===== src/rtl/kdll_pkg.sv =====
package kdll_pkg;

    localparam int DEPTH_DEF     = 16;
    localparam int KEY_BITS_DEF  = 56;
    localparam int DATA_BITS_DEF = 32;

    localparam logic OP_APPEND = 1'b0;
    localparam logic OP_REMOVE = 1'b1;

    typedef enum logic [1:0] {
        ST_DONE      = 2'd0,
        ST_NOT_FOUND = 2'd1,
        ST_FULL      = 2'd2
    } status_t;

endpackage


===== src/rtl/keyed_doubly_linked_list_unit.sv =====
// Channel  Dir  tvalid/tready       tdata (low bit up)               tuser
// s_*      in   s_tvalid/s_tready   item_key, item_data, zero pad    opcode
// m_*      out  m_tvalid/m_tready   removed_data, entry_count, pad   status
//
// Append: S_ALLOC (reused freed slot only), then S_APPEND, then S_RESP loads the result.
// Remove: S_WALK to the match, then S_FREE and S_RESP; a miss walks the whole list.
// The walk does one key compare per cycle on the registered read of the slot stores.
// Reset clears state, ends, count, free/hwm and out_valid only; stores need no clearing.
// A result waits in the output register; a further finished result waits until it is taken.
module keyed_doubly_linked_list_unit
    import kdll_pkg::*;
#(
    parameter int DEPTH     = DEPTH_DEF,
    parameter int KEY_BITS  = KEY_BITS_DEF,
    parameter int DATA_BITS = DATA_BITS_DEF
) (
    input  logic clk,
    input  logic rst_n,
    input  logic s_tvalid,
    output logic s_tready,
    // item_key, item_data, zero pad
    input  logic [((KEY_BITS+DATA_BITS+7)/8)*8-1:0] s_tdata,
    // opcode
    input  logic [0:0] s_tuser,
    output logic m_tvalid,
    input  logic m_tready,
    // removed_data, entry_count, zero pad
    output logic [((DATA_BITS+$clog2(DEPTH+1)+7)/8)*8-1:0] m_tdata,
    // status
    output logic [1:0] m_tuser
);

    localparam int SLOT_W = $clog2(DEPTH);
    localparam int CNT_W  = $clog2(DEPTH + 1);
    localparam int ENT_W  = KEY_BITS + DATA_BITS;
    localparam int OUT_W  = ((DATA_BITS + CNT_W + 7) / 8) * 8;

    logic [SLOT_W-1:0]    rd_addr;
    logic                 ent_we;
    logic [SLOT_W-1:0]    ent_waddr;
    logic [ENT_W-1:0]     ent_wdata;
    logic [ENT_W-1:0]     ent_rdata;
    logic                 nxt_we;
    logic [SLOT_W-1:0]    nxt_waddr;
    logic [SLOT_W-1:0]    nxt_wdata;
    logic [SLOT_W-1:0]    nxt_rdata;
    logic                 prv_we;
    logic [SLOT_W-1:0]    prv_waddr;
    logic [SLOT_W-1:0]    prv_wdata;
    logic [SLOT_W-1:0]    prv_rdata;
    status_t              res_status;
    logic [DATA_BITS-1:0] res_removed;
    logic [CNT_W-1:0]     res_count;

    kdll_ctrl #(
        .DEPTH     (DEPTH),
        .KEY_BITS  (KEY_BITS),
        .DATA_BITS (DATA_BITS)
    ) u_ctrl (
        .clk         (clk),
        .rst_n       (rst_n),
        .in_valid    (s_tvalid),
        .in_ready    (s_tready),
        .in_opcode   (s_tuser[0]),
        .in_key      (s_tdata[KEY_BITS-1:0]),
        .in_data     (s_tdata[KEY_BITS +: DATA_BITS]),
        .out_valid   (m_tvalid),
        .out_ready   (m_tready),
        .out_status  (res_status),
        .out_removed (res_removed),
        .out_count   (res_count),
        .rd_addr     (rd_addr),
        .ent_we      (ent_we),
        .ent_waddr   (ent_waddr),
        .ent_wdata   (ent_wdata),
        .ent_rdata   (ent_rdata),
        .nxt_we      (nxt_we),
        .nxt_waddr   (nxt_waddr),
        .nxt_wdata   (nxt_wdata),
        .nxt_rdata   (nxt_rdata),
        .prv_we      (prv_we),
        .prv_waddr   (prv_waddr),
        .prv_wdata   (prv_wdata),
        .prv_rdata   (prv_rdata)
    );

    kdll_ram #(
        .WIDTH (ENT_W),
        .DEPTH (DEPTH)
    ) u_ent_ram (
        .clk   (clk),
        .we    (ent_we),
        .waddr (ent_waddr),
        .wdata (ent_wdata),
        .raddr (rd_addr),
        .rdata (ent_rdata)
    );

    kdll_ram #(
        .WIDTH (SLOT_W),
        .DEPTH (DEPTH)
    ) u_nxt_ram (
        .clk   (clk),
        .we    (nxt_we),
        .waddr (nxt_waddr),
        .wdata (nxt_wdata),
        .raddr (rd_addr),
        .rdata (nxt_rdata)
    );

    kdll_ram #(
        .WIDTH (SLOT_W),
        .DEPTH (DEPTH)
    ) u_prv_ram (
        .clk   (clk),
        .we    (prv_we),
        .waddr (prv_waddr),
        .wdata (prv_wdata),
        .raddr (rd_addr),
        .rdata (prv_rdata)
    );

    assign m_tdata = OUT_W'({res_count, res_removed});
    assign m_tuser = res_status;

endmodule


===== src/rtl/kdll_ram.sv =====
module kdll_ram #(
    parameter int WIDTH = 8,
    parameter int DEPTH = 16
) (
    input  logic                     clk,
    input  logic                     we,
    input  logic [$clog2(DEPTH)-1:0] waddr,
    input  logic [WIDTH-1:0]         wdata,
    input  logic [$clog2(DEPTH)-1:0] raddr,
    output logic [WIDTH-1:0]         rdata
);

    logic [WIDTH-1:0] mem_reg [DEPTH];
    logic [WIDTH-1:0] rdata_reg;

    always_ff @(posedge clk)
    begin
        if (we)
        begin
            mem_reg[waddr] <= wdata;
        end
        rdata_reg <= mem_reg[raddr];
    end

    assign rdata = rdata_reg;

endmodule


===== src/rtl/kdll_ctrl.sv =====
module kdll_ctrl
    import kdll_pkg::*;
#(
    parameter int DEPTH     = DEPTH_DEF,
    parameter int KEY_BITS  = KEY_BITS_DEF,
    parameter int DATA_BITS = DATA_BITS_DEF
) (
    input  logic                          clk,
    input  logic                          rst_n,
    // request side
    input  logic                          in_valid,
    output logic                          in_ready,
    input  logic                          in_opcode,
    input  logic [KEY_BITS-1:0]           in_key,
    input  logic [DATA_BITS-1:0]          in_data,
    // result side
    output logic                          out_valid,
    input  logic                          out_ready,
    output status_t                       out_status,
    output logic [DATA_BITS-1:0]          out_removed,
    output logic [$clog2(DEPTH+1)-1:0]    out_count,
    // shared read address for all stores
    output logic [$clog2(DEPTH)-1:0]      rd_addr,
    // entry store {key, payload}
    output logic                          ent_we,
    output logic [$clog2(DEPTH)-1:0]      ent_waddr,
    output logic [KEY_BITS+DATA_BITS-1:0] ent_wdata,
    input  logic [KEY_BITS+DATA_BITS-1:0] ent_rdata,
    // next links (also chain the free slots)
    output logic                          nxt_we,
    output logic [$clog2(DEPTH)-1:0]      nxt_waddr,
    output logic [$clog2(DEPTH)-1:0]      nxt_wdata,
    input  logic [$clog2(DEPTH)-1:0]      nxt_rdata,
    // prev links
    output logic                          prv_we,
    output logic [$clog2(DEPTH)-1:0]      prv_waddr,
    output logic [$clog2(DEPTH)-1:0]      prv_wdata,
    input  logic [$clog2(DEPTH)-1:0]      prv_rdata
);

    localparam int SLOT_W = $clog2(DEPTH);
    localparam int CNT_W  = $clog2(DEPTH + 1);
    localparam logic [CNT_W-1:0] FULL_CNT = CNT_W'(DEPTH);
    localparam logic [CNT_W-1:0] ONE_CNT  = CNT_W'(1);

    typedef enum logic [2:0] {
        S_IDLE,
        S_ALLOC,
        S_APPEND,
        S_WALK,
        S_FREE,
        S_RESP
    } state_t;

    state_t               state_reg, state_next;
    logic [SLOT_W-1:0]    head_reg, head_next;
    logic [SLOT_W-1:0]    tail_reg, tail_next;
    logic [SLOT_W-1:0]    free_reg, free_next;
    logic [SLOT_W-1:0]    slot_reg, slot_next;
    logic [CNT_W-1:0]     cnt_reg, cnt_next;
    logic [CNT_W-1:0]     hwm_reg, hwm_next;
    logic [CNT_W-1:0]     pos_reg, pos_next;
    logic [KEY_BITS-1:0]  key_reg, key_next;
    logic [DATA_BITS-1:0] data_reg, data_next;
    status_t              res_status_reg, res_status_next;
    logic [DATA_BITS-1:0] res_data_reg, res_data_next;
    logic                 out_valid_reg, out_valid_next;
    status_t              out_status_reg, out_status_next;
    logic [DATA_BITS-1:0] out_removed_reg, out_removed_next;
    logic [CNT_W-1:0]     out_count_reg, out_count_next;

    logic key_hit;
    logic at_first;
    logic at_last;

    assign key_hit  = (ent_rdata[DATA_BITS +: KEY_BITS] == key_reg);
    assign at_first = (pos_reg == '0);
    assign at_last  = ((pos_reg + ONE_CNT) == cnt_reg);

    assign in_ready    = (state_reg == S_IDLE);
    assign out_valid   = out_valid_reg;
    assign out_status  = out_status_reg;
    assign out_removed = out_removed_reg;
    assign out_count   = out_count_reg;

    always_comb
    begin
        state_next       = state_reg;
        head_next        = head_reg;
        tail_next        = tail_reg;
        free_next        = free_reg;
        slot_next        = slot_reg;
        cnt_next         = cnt_reg;
        hwm_next         = hwm_reg;
        pos_next         = pos_reg;
        key_next         = key_reg;
        data_next        = data_reg;
        res_status_next  = res_status_reg;
        res_data_next    = res_data_reg;
        out_valid_next   = out_valid_reg && !out_ready;
        out_status_next  = out_status_reg;
        out_removed_next = out_removed_reg;
        out_count_next   = out_count_reg;

        rd_addr   = slot_reg;
        ent_we    = 1'b0;
        ent_waddr = slot_reg;
        ent_wdata = {key_reg, data_reg};
        nxt_we    = 1'b0;
        nxt_waddr = slot_reg;
        nxt_wdata = free_reg;
        prv_we    = 1'b0;
        prv_waddr = slot_reg;
        prv_wdata = tail_reg;

        case (state_reg)
            S_IDLE:
            begin
                // remove starts at the head; append may pop the free chain
                rd_addr = (in_opcode == OP_REMOVE) ? head_reg : free_reg;
                if (in_valid)
                begin
                    key_next      = in_key;
                    data_next     = in_data;
                    res_data_next = '0;
                    if (in_opcode == OP_APPEND)
                    begin
                        if (cnt_reg == FULL_CNT)
                        begin
                            res_status_next = ST_FULL;
                            state_next      = S_RESP;
                        end
                        else if (cnt_reg < hwm_reg)
                        begin
                            slot_next  = free_reg;
                            state_next = S_ALLOC;
                        end
                        else
                        begin
                            slot_next  = hwm_reg[SLOT_W-1:0];
                            hwm_next   = hwm_reg + ONE_CNT;
                            state_next = S_APPEND;
                        end
                    end
                    else
                    begin
                        if (cnt_reg == '0)
                        begin
                            res_status_next = ST_NOT_FOUND;
                            state_next      = S_RESP;
                        end
                        else
                        begin
                            slot_next  = head_reg;
                            pos_next   = '0;
                            state_next = S_WALK;
                        end
                    end
                end
            end

            S_ALLOC:
            begin
                free_next  = nxt_rdata;
                state_next = S_APPEND;
            end

            S_APPEND:
            begin
                ent_we = 1'b1;
                if (cnt_reg != '0)
                begin
                    nxt_we    = 1'b1;
                    nxt_waddr = tail_reg;
                    nxt_wdata = slot_reg;
                    prv_we    = 1'b1;
                    prv_waddr = slot_reg;
                    prv_wdata = tail_reg;
                end
                else
                begin
                    head_next = slot_reg;
                end
                tail_next       = slot_reg;
                cnt_next        = cnt_reg + ONE_CNT;
                res_status_next = ST_DONE;
                state_next      = S_RESP;
            end

            S_WALK:
            begin
                // one compare per cycle; next address comes straight off the link store
                rd_addr = nxt_rdata;
                if (key_hit)
                begin
                    if (at_first)
                    begin
                        head_next = nxt_rdata;
                    end
                    else
                    begin
                        nxt_we    = 1'b1;
                        nxt_waddr = prv_rdata;
                        nxt_wdata = nxt_rdata;
                    end
                    if (at_last)
                    begin
                        tail_next = prv_rdata;
                    end
                    else
                    begin
                        prv_we    = 1'b1;
                        prv_waddr = nxt_rdata;
                        prv_wdata = prv_rdata;
                    end
                    if (cnt_reg == ONE_CNT)
                    begin
                        head_next = '0;
                        tail_next = '0;
                    end
                    cnt_next        = cnt_reg - ONE_CNT;
                    res_status_next = ST_DONE;
                    res_data_next   = ent_rdata[DATA_BITS-1:0];
                    state_next      = S_FREE;
                end
                else if (at_last)
                begin
                    res_status_next = ST_NOT_FOUND;
                    state_next      = S_RESP;
                end
                else
                begin
                    slot_next = nxt_rdata;
                    pos_next  = pos_reg + ONE_CNT;
                end
            end

            S_FREE:
            begin
                // push the released slot onto the free chain
                nxt_we     = 1'b1;
                nxt_waddr  = slot_reg;
                nxt_wdata  = free_reg;
                free_next  = slot_reg;
                state_next = S_RESP;
            end

            S_RESP:
            begin
                if (!out_valid_reg || out_ready)
                begin
                    out_valid_next   = 1'b1;
                    out_status_next  = res_status_reg;
                    out_removed_next = res_data_reg;
                    out_count_next   = cnt_reg;
                    state_next       = S_IDLE;
                end
            end

            default:
            begin
                state_next = S_IDLE;
            end
        endcase
    end

    always_ff @(posedge clk or negedge rst_n)
    begin
        if (!rst_n)
        begin
            state_reg     <= S_IDLE;
            head_reg      <= '0;
            tail_reg      <= '0;
            free_reg      <= '0;
            cnt_reg       <= '0;
            hwm_reg       <= '0;
            out_valid_reg <= 1'b0;
        end
        else
        begin
            state_reg     <= state_next;
            head_reg      <= head_next;
            tail_reg      <= tail_next;
            free_reg      <= free_next;
            cnt_reg       <= cnt_next;
            hwm_reg       <= hwm_next;
            out_valid_reg <= out_valid_next;
        end
    end

    always_ff @(posedge clk)
    begin
        slot_reg        <= slot_next;
        pos_reg         <= pos_next;
        key_reg         <= key_next;
        data_reg        <= data_next;
        res_status_reg  <= res_status_next;
        res_data_reg    <= res_data_next;
        out_status_reg  <= out_status_next;
        out_removed_reg <= out_removed_next;
        out_count_reg   <= out_count_next;
    end

`ifndef NO_ASSERTIONS
    a_cnt_le_hwm: assert property (@(posedge clk) disable iff (!rst_n)
        cnt_reg <= hwm_reg)
        else $error("entry count above allocated slots");

    a_hwm_le_depth: assert property (@(posedge clk) disable iff (!rst_n)
        hwm_reg <= FULL_CNT)
        else $error("slot high-water mark beyond depth");

    a_walk_in_list: assert property (@(posedge clk) disable iff (!rst_n)
        (state_reg == S_WALK) |-> (pos_reg < cnt_reg))
        else $error("walk ran past the list");

    a_full_count: assert property (@(posedge clk) disable iff (!rst_n)
        (out_valid_reg && out_status_reg == ST_FULL) |-> (out_count_reg == FULL_CNT))
        else $error("full status with spare room");

    a_empty_ends: assert property (@(posedge clk) disable iff (!rst_n)
        (state_reg == S_WALK && key_hit && cnt_reg == ONE_CNT)
            |=> (cnt_reg == '0 && head_reg == '0 && tail_reg == '0))
        else $error("last removal left list ends set");
`endif

endmodule

===== config.mk =====
export PLATFORM = sky130hd
export DESIGN_NAME = keyed_doubly_linked_list_unit
export DESIGN_NICKNAME = d
export VERILOG_FILES = /design/src/rtl/kdll_pkg.sv /design/src/rtl/keyed_doubly_linked_list_unit.sv /design/src/rtl/kdll_ram.sv /design/src/rtl/kdll_ctrl.sv
export SDC_FILE = /design/constraint.sdc
export NUM_CORES = 2
export LEC_CHECK = 0
export BUFFER_PORTS_ARGS = -buffer_cell sky130_fd_sc_hd__buf_2
export CAP_MARGIN = 20
export CORE_ASPECT_RATIO = 0.75
export CORE_MARGIN = 2
export CORE_UTILIZATION = 55
export DETAILED_ROUTE_END_ITERATION = 6
export PLACE_DENSITY = 0.7
export SLEW_MARGIN = 20
export SYNTH_ARGS = -nofsm -noshare
export SYNTH_HDL_FRONTEND = slang
export SYNTH_SLANG_ARGS = --single-unit

===== constraint.sdc =====
create_clock -name clk -period 12.8 [get_ports clk]
set_input_delay 2.56 -clock clk [delete_from_list [all_inputs] [get_ports clk]]
set_output_delay 2.56 -clock clk [all_outputs]
set_load 0.005 [all_outputs]

After elaboration in Yosys (flattened, before gate mapping)
Memories as Yosys holds them, arrays and structs flattened. A register that Yosys moved wholly into a read port is not among the register bits.
Cells that the tools add are included.

word-level totals
  flip-flop bits (word level) = 196
  word-level logic and storage cells = 151
  memories kept = 3
  bits of input ports = 93
  bits in writable memories = 1536
  output and inout port bits = 44

memories
  name               words  bits a word  read ports  clocked after memory_dff  wr ports  RTL line        RTL
  u_ent_ram.mem_reg  16     88           1           1                         1         kdll_ram.sv:13  logic [WIDTH-1:0] mem_reg [DEPTH];
  u_nxt_ram.mem_reg  16     4            1           1                         1         kdll_ram.sv:13
  u_prv_ram.mem_reg  16     4            1           1                         1         kdll_ram.sv:13

operators by class
  $add $sub $neg = 4
  reductions and logical operators = 24
  multiplexer cells = 76
  eq/ne operators = 24
  bitwise operators = 3
  order comparisons = 1

operator list
  operator                                              count
  two-way mux 4 bit                                     26
  two-way mux 32 bit                                    2
  case mux 32 bit (2 select lines)                      1
  equality test 56 bit                                  1
  case mux 4 bit (2 select lines)                       7
  two-way mux 5 bit                                     6
  two-way mux 3 bit                                     7
  case mux 5 bit (2 select lines)                       2
  adder 5 x 1 -> 5 bit (second input constant)          3
  case mux 3 bit (5 select lines)                       1
  AND reduction 5 bit                                   3
  two-way mux 1 bit                                     14
  two-way mux 2 bit                                     7
  != test 3 x 1 -> 1 bit (second input constant)        4
  logical NOT 5 bit                                     2
  != test 2 bit (second input constant)                 5
  AND reduction 3 bit                                   3
  equality test 3 x 2 -> 1 bit (second input constant)  2
  equality test 3 bit (second input constant)           2
  != test 2 x 1 -> 1 bit (second input constant)        3
  != test 3 bit (second input constant)                 2
  case mux 2 bit (3 select lines)                       1
  AND reduction 2 bit                                   3
  AND reduction 6 bit                                   1
  other kinds (19)                                      24

Longest topological paths before layout
  word-level depth = 7
  depth in mapped cells = 11
  depth with buffers taken out = 9

Hierarchy
From an unflattened synthesis, not the netlist that was laid out.

unflattened totals
  cells, all modules = 3083
  area, all modules = 67997.7 um^2

by module, submodules not included
  module                         cells each  instances  area an instance (um^2)
  kdll_ram (u_ent_ram)           2256        1          54354.6
  kdll_ctrl                      563         1          8284.2
  kdll_ram (u_nxt_ram ...)       130         2          2666.3
  keyed_doubly_linked_list_unit  4           1          26.3

Worst setup path after synthesis
OpenSTA, ideal clock, no wires.

  kind = flip-flop to flip-flop
  from = register u_ctrl.state_reg[1]
  to = memory u_ent_ram.mem_reg[3][0] (netlist name), enable pin
  cell stages (with the launch flop) = 7
  arrival time = 7074 ps
  path slack = 5084 ps
  clock period less this slack = 7716 ps
  path buffers = 2
  cell sequence = dfrtp_1 -> buf_2 -> nand2b_1 -> buf_2 -> nor2_1 -> nand3_1 -> nor3_1

on the way
  cells in the longest elaborated chain, start to end = 4

ends and longest elaborated chain
  element                                  RTL line          RTL
  start: declaration                       kdll_ctrl.sv:55   state_t state_reg, state_next;
  start signal: assignment                 kdll_ctrl.sv:281  state_reg <= state_next;
  equality test 3 x 2 -> 1 bit             kdll_ctrl.sv:116  case (state_reg)
  two-way mux 1 bit                        kdll_ctrl.sv:116
  two-way mux 1 bit                        kdll_ram.sv:18    if (we)
  two-way mux 1 bit (not written as such)  kdll_ram.sv:20    mem_reg[waddr] <= wdata;
  end: declaration                         kdll_ram.sv:13

No other way between the ends.

Final worst setup path
  from = input port s_tuser
  to = register u_ent_ram.rdata_reg[67] (netlist: u_ent_ram.rdata[67]), read port of u_ent_ram.mem_reg

on the way
  cells in the longest elaborated chain, start to end = 2

ends and longest elaborated chain
  element                          RTL line                             RTL
  start: declaration               keyed_doubly_linked_list_unit.sv:24  input logic [0:0] s_tuser,
  two-way mux 4 bit                kdll_ctrl.sv:120                     rd_addr = (in_opcode == OP_REMOVE) ? head_reg : free_reg;
  case mux 4 bit (2 select lines)  kdll_ctrl.sv:116
  end: declaration                 kdll_ram.sv:14                       logic [WIDTH-1:0] rdata_reg;

No other way between the ends.
A chain may end at the register's enable or synchronous reset.

==> metrics.md <==
| Metric | Value |
|---|---|
| Largest net degree at the start of global routing | `146` |
| Core area | `123000 um2` |
| First-pass GRT wire length | `221 mm` |
| CTS buffer count | `163` |
| Via-per-instance ratio | `6.42` |
| Via total after detailed routing | `32.8k` |
| PD cells | `249 nW/um2` |
| Non-filler cells, final | `5111` |
| Share of cells above drive strength 1 | `25.2%` |
| Most frequent cells after synthesis | `1706 x edfxtp_1, 384 x mux4_2, 194 x a22oi_1` |
| Top Family by Delay on Critical Path | `buffers and inverters` |
| Row Count | `111` |
| PortBufs | `133` |
| Register area share after synthesis | `78.9%` |
| GR Util All Layers | `24.1%` |
| Fmax | `168 MHz` |
| Setup CP Type | `in -> reg` |
| Placed Cells incl. Taps | `4801` |
| # diodes | `0` |
| Max reg flops | `1408` |
| Die W | `411 um` |
| Met1 Use GR | `35.7%` |
| Post-Route WL | `151 mm` |
| Pins Over Slew Limit | `0` |
| Cells after Synth | `3142` |
| Yosys warnings | `0` |
| Leakage | `0.0245 uW` |
| DP Wirelength | `74.8 mm` |
| Fillers | `8181` |
| Root buf cell | `clkbuf_16` |
| Max clock buf depth | `3` |
| Fin crit period | `5.95 ns` |
| Worst-margin pin slew | `1.11 ns` |
| Yosys top cell area share | `75.1%` |
| Arr. time, crit path | `6.59 ns` |
| PnR worst setup slack | `6.85 ns` |
| Top-count cell post-synth | `edfxtp_1` |
| Final hold vios | `0` |
| Slew margin rel. | `25.8%` |
| Met2 GRT Util | `38.0%` |
| Yosys cell types | `66` |
| Crit path max fanout | `82` |
| H-tree levels | `4` |
| CTS-repair resized insts | `0` |
| Final setup violation count | `0` |
| RSZ-0062 raised after global routing | `no` |
| Area Overhead vs Synth | `11.8%` |
| Setup crit start kind | `primary input` |
| Most used cell, CP | `buf_4` |
| Final nets | `3437` |
| 1st-pass router iterations | `5` |
| Cell taking the most area after synthesis | `edfxtp_1` |
| Post-CTS setup buffers | `0` |
| Fin util | `62.2%` |
| Status | `finished clean` |
| Cells along the critical path | `buf_2 > mux2i_1 > a21oi_1 > o22ai_4 > buf_4 > buf_6 > buf_4 > mux4_2 > a22oi_1 > nand2_1` |
| Vias in the first global route | `32.7k` |
| Yosys reg bits | `1828` |
| Global-route met3 utilization | `4.16%` |
| Num ports | `137` |
| Placer Congestion | `0.857` |
| Cts hold-fix bufs | `0` |
| Ys flop type | `edfxtp_1` |
| Leading post-synthesis cells by cell area | `edfxtp_1 75%, mux4_2 13%, dfxtp_1 2.8%, a22oi_1 2.1%, dfrtp_1 0.95%` |
| CTS tree | `built` |
| Die H | `309 um` |
| Busiest metal layer after global routing | `met2` |
| Final routed DRC violation total | `0` |
| Post-Synthesis Cell Area | `68200 um2` |
| Worst hold path class | `reg -> reg` |
| Number of flops mapped to enable cells by yosys | `1706` |
| CP Capture Type | `flip-flop` |
| CP max-delay cell | `buf_4` |
| Syn avg cell area | `21.7 um2` |
| Setup TNS Final | `0 ns` |
| Final ANT Viol Nets | `0` |
| Final worst-path cycle share | `46.4%` |
| Final Power | `19000 uW` |
| # clock sinks | `1828` |
| Peak supply drop | `0.000308 V` |
| Worst-Skew Late Latency | `0.77 ns` |
| Max-cap violations | `0` |
| CTS clk-pin slew, worst paths | `0.06 ns` |
| Pre-CTS setup slack | `5.75 ns` |
| Wire length per cell | `29.5 um` |
| Total gr overflow | `0` |
| WP buf/inv | `4` |
| 1st-iter DRT viols | `4351` |
| Die area | `127000 um2` |
| Final Skew | `0.0180 ns` |
| Initial core utilization | `55.6%` |
| Data required time at the worst endpoint | `13.45 ns` |
| Initial antenna violation count | `4` |
| CP max stage delay | `0.76 ns` |
| Post-synth ARST share | `1.42%` |
## cell usage in the layout, fill, tap and decap left out, types with 6 or more instances in the layout
cell type,synthesis,routed
nand3_1,14,14
mux4_2,384,384
xnor2_1,67,67
o21ai_0,18,17
dfxtp_1,96,96
nor3_1,23,19
buf_12,0,6
nand2_1,151,151
ha_1,11,11
edfxtp_1,1706,1706
nor2_1,44,28
xor2_1,7,7
bufinv_16,0,9
inv_1,14,13
buf_2,49,133
clkinv_2,0,28
mux2_2,8,8
and3_1,38,38
nor2_4,0,16
clkbuf_8,0,22
a21oi_1,23,23
nand4_1,21,21
o211ai_1,6,6
inv_6,0,6
o31ai_1,14,14
o22a_1,8,8
nand2b_1,14,14
o22ai_1,12,12
clkinv_1,0,22
clkbuf_1,77,38
clkbuf_16,0,170
buf_4,17,50
a22oi_1,194,194
dfrtp_1,26,26
mux2i_1,12,12
## cell type report
class	instances	area [um2]	share of cell area, %
flip-flops and latches	1828	53800	70.6
clock buffers	230	4700	6.16
multi-input cells	1131	13700	17.9
repair buffers	194	1280	1.68
clock inverters	75	673	0.883
inverters	15	61.3	0.0804
well taps	1638	2050	2.69
## final timing paths
path / cells after the start / endpoint / start / slack (ns)
setup / recovery: 10 / u_ent_ram.rdata[67]$_DFF_P_ / s_tuser / 6.85
hold / removal: 0 / u_ctrl.out_removed[15]$_DFFE_PP_ / u_ctrl.res_data_reg[15]$_SDFFCE_PN0P_ / 0.41
setup reg to reg: 7 / u_prv_ram.mem_reg[1][3]$_DFFE_PP_ / u_ctrl.key_reg[24]$_DFFE_PP_ / 7.91
hold reg to reg: 0 / u_ctrl.out_removed[15]$_DFFE_PP_ / u_ctrl.res_data_reg[15]$_SDFFCE_PN0P_ / 0.41
max in group asynchronous: 1 / u_ctrl.tail_reg[0]$_DFFE_PN0P_ / rst_n / 10.55
min in group asynchronous: 1 / u_ctrl.hwm_reg[2]$_DFFE_PN0P_ / rst_n / 1.82
## cells by family after synthesis
group | share of synthesized area [%]
and+or+nand+nor | 2.32
AOI/OAI and AO/OA | 3.27
adders and majority gates | 0.202
DFF | 78.9
other | 0.00550
muxes | 13.0
buffers and inverters | 1.32
xor gates and xnor gates | 0.950
## where the power goes
part           total (uW)  internal (uW)  switching [uW]
Combinational        6280           2820            3460
Clock                4860           2760            2100
Sequential           7860           7390             467
Total               19000          13000            6030
## layer usage
metal | vias up | wire length (um)
met2 | 1611 | 72800
met1 | 17500 | 62500
met3 | 209 | 12900
met4 | 2 | 2590
li1 | 13500 | -
met5 | - | 14
## stage by stage
stage                     hold WS [ns]  cell area (um2)
final                            0.414            76200
after global routing             0.423            76200
after CTS                        0.416            76100
after detailed placement         0.405            70700
after global placement           0.408            70700
after floorplan                  0.400            68200
Note: power is estimated with default switching activity, not from simulation.
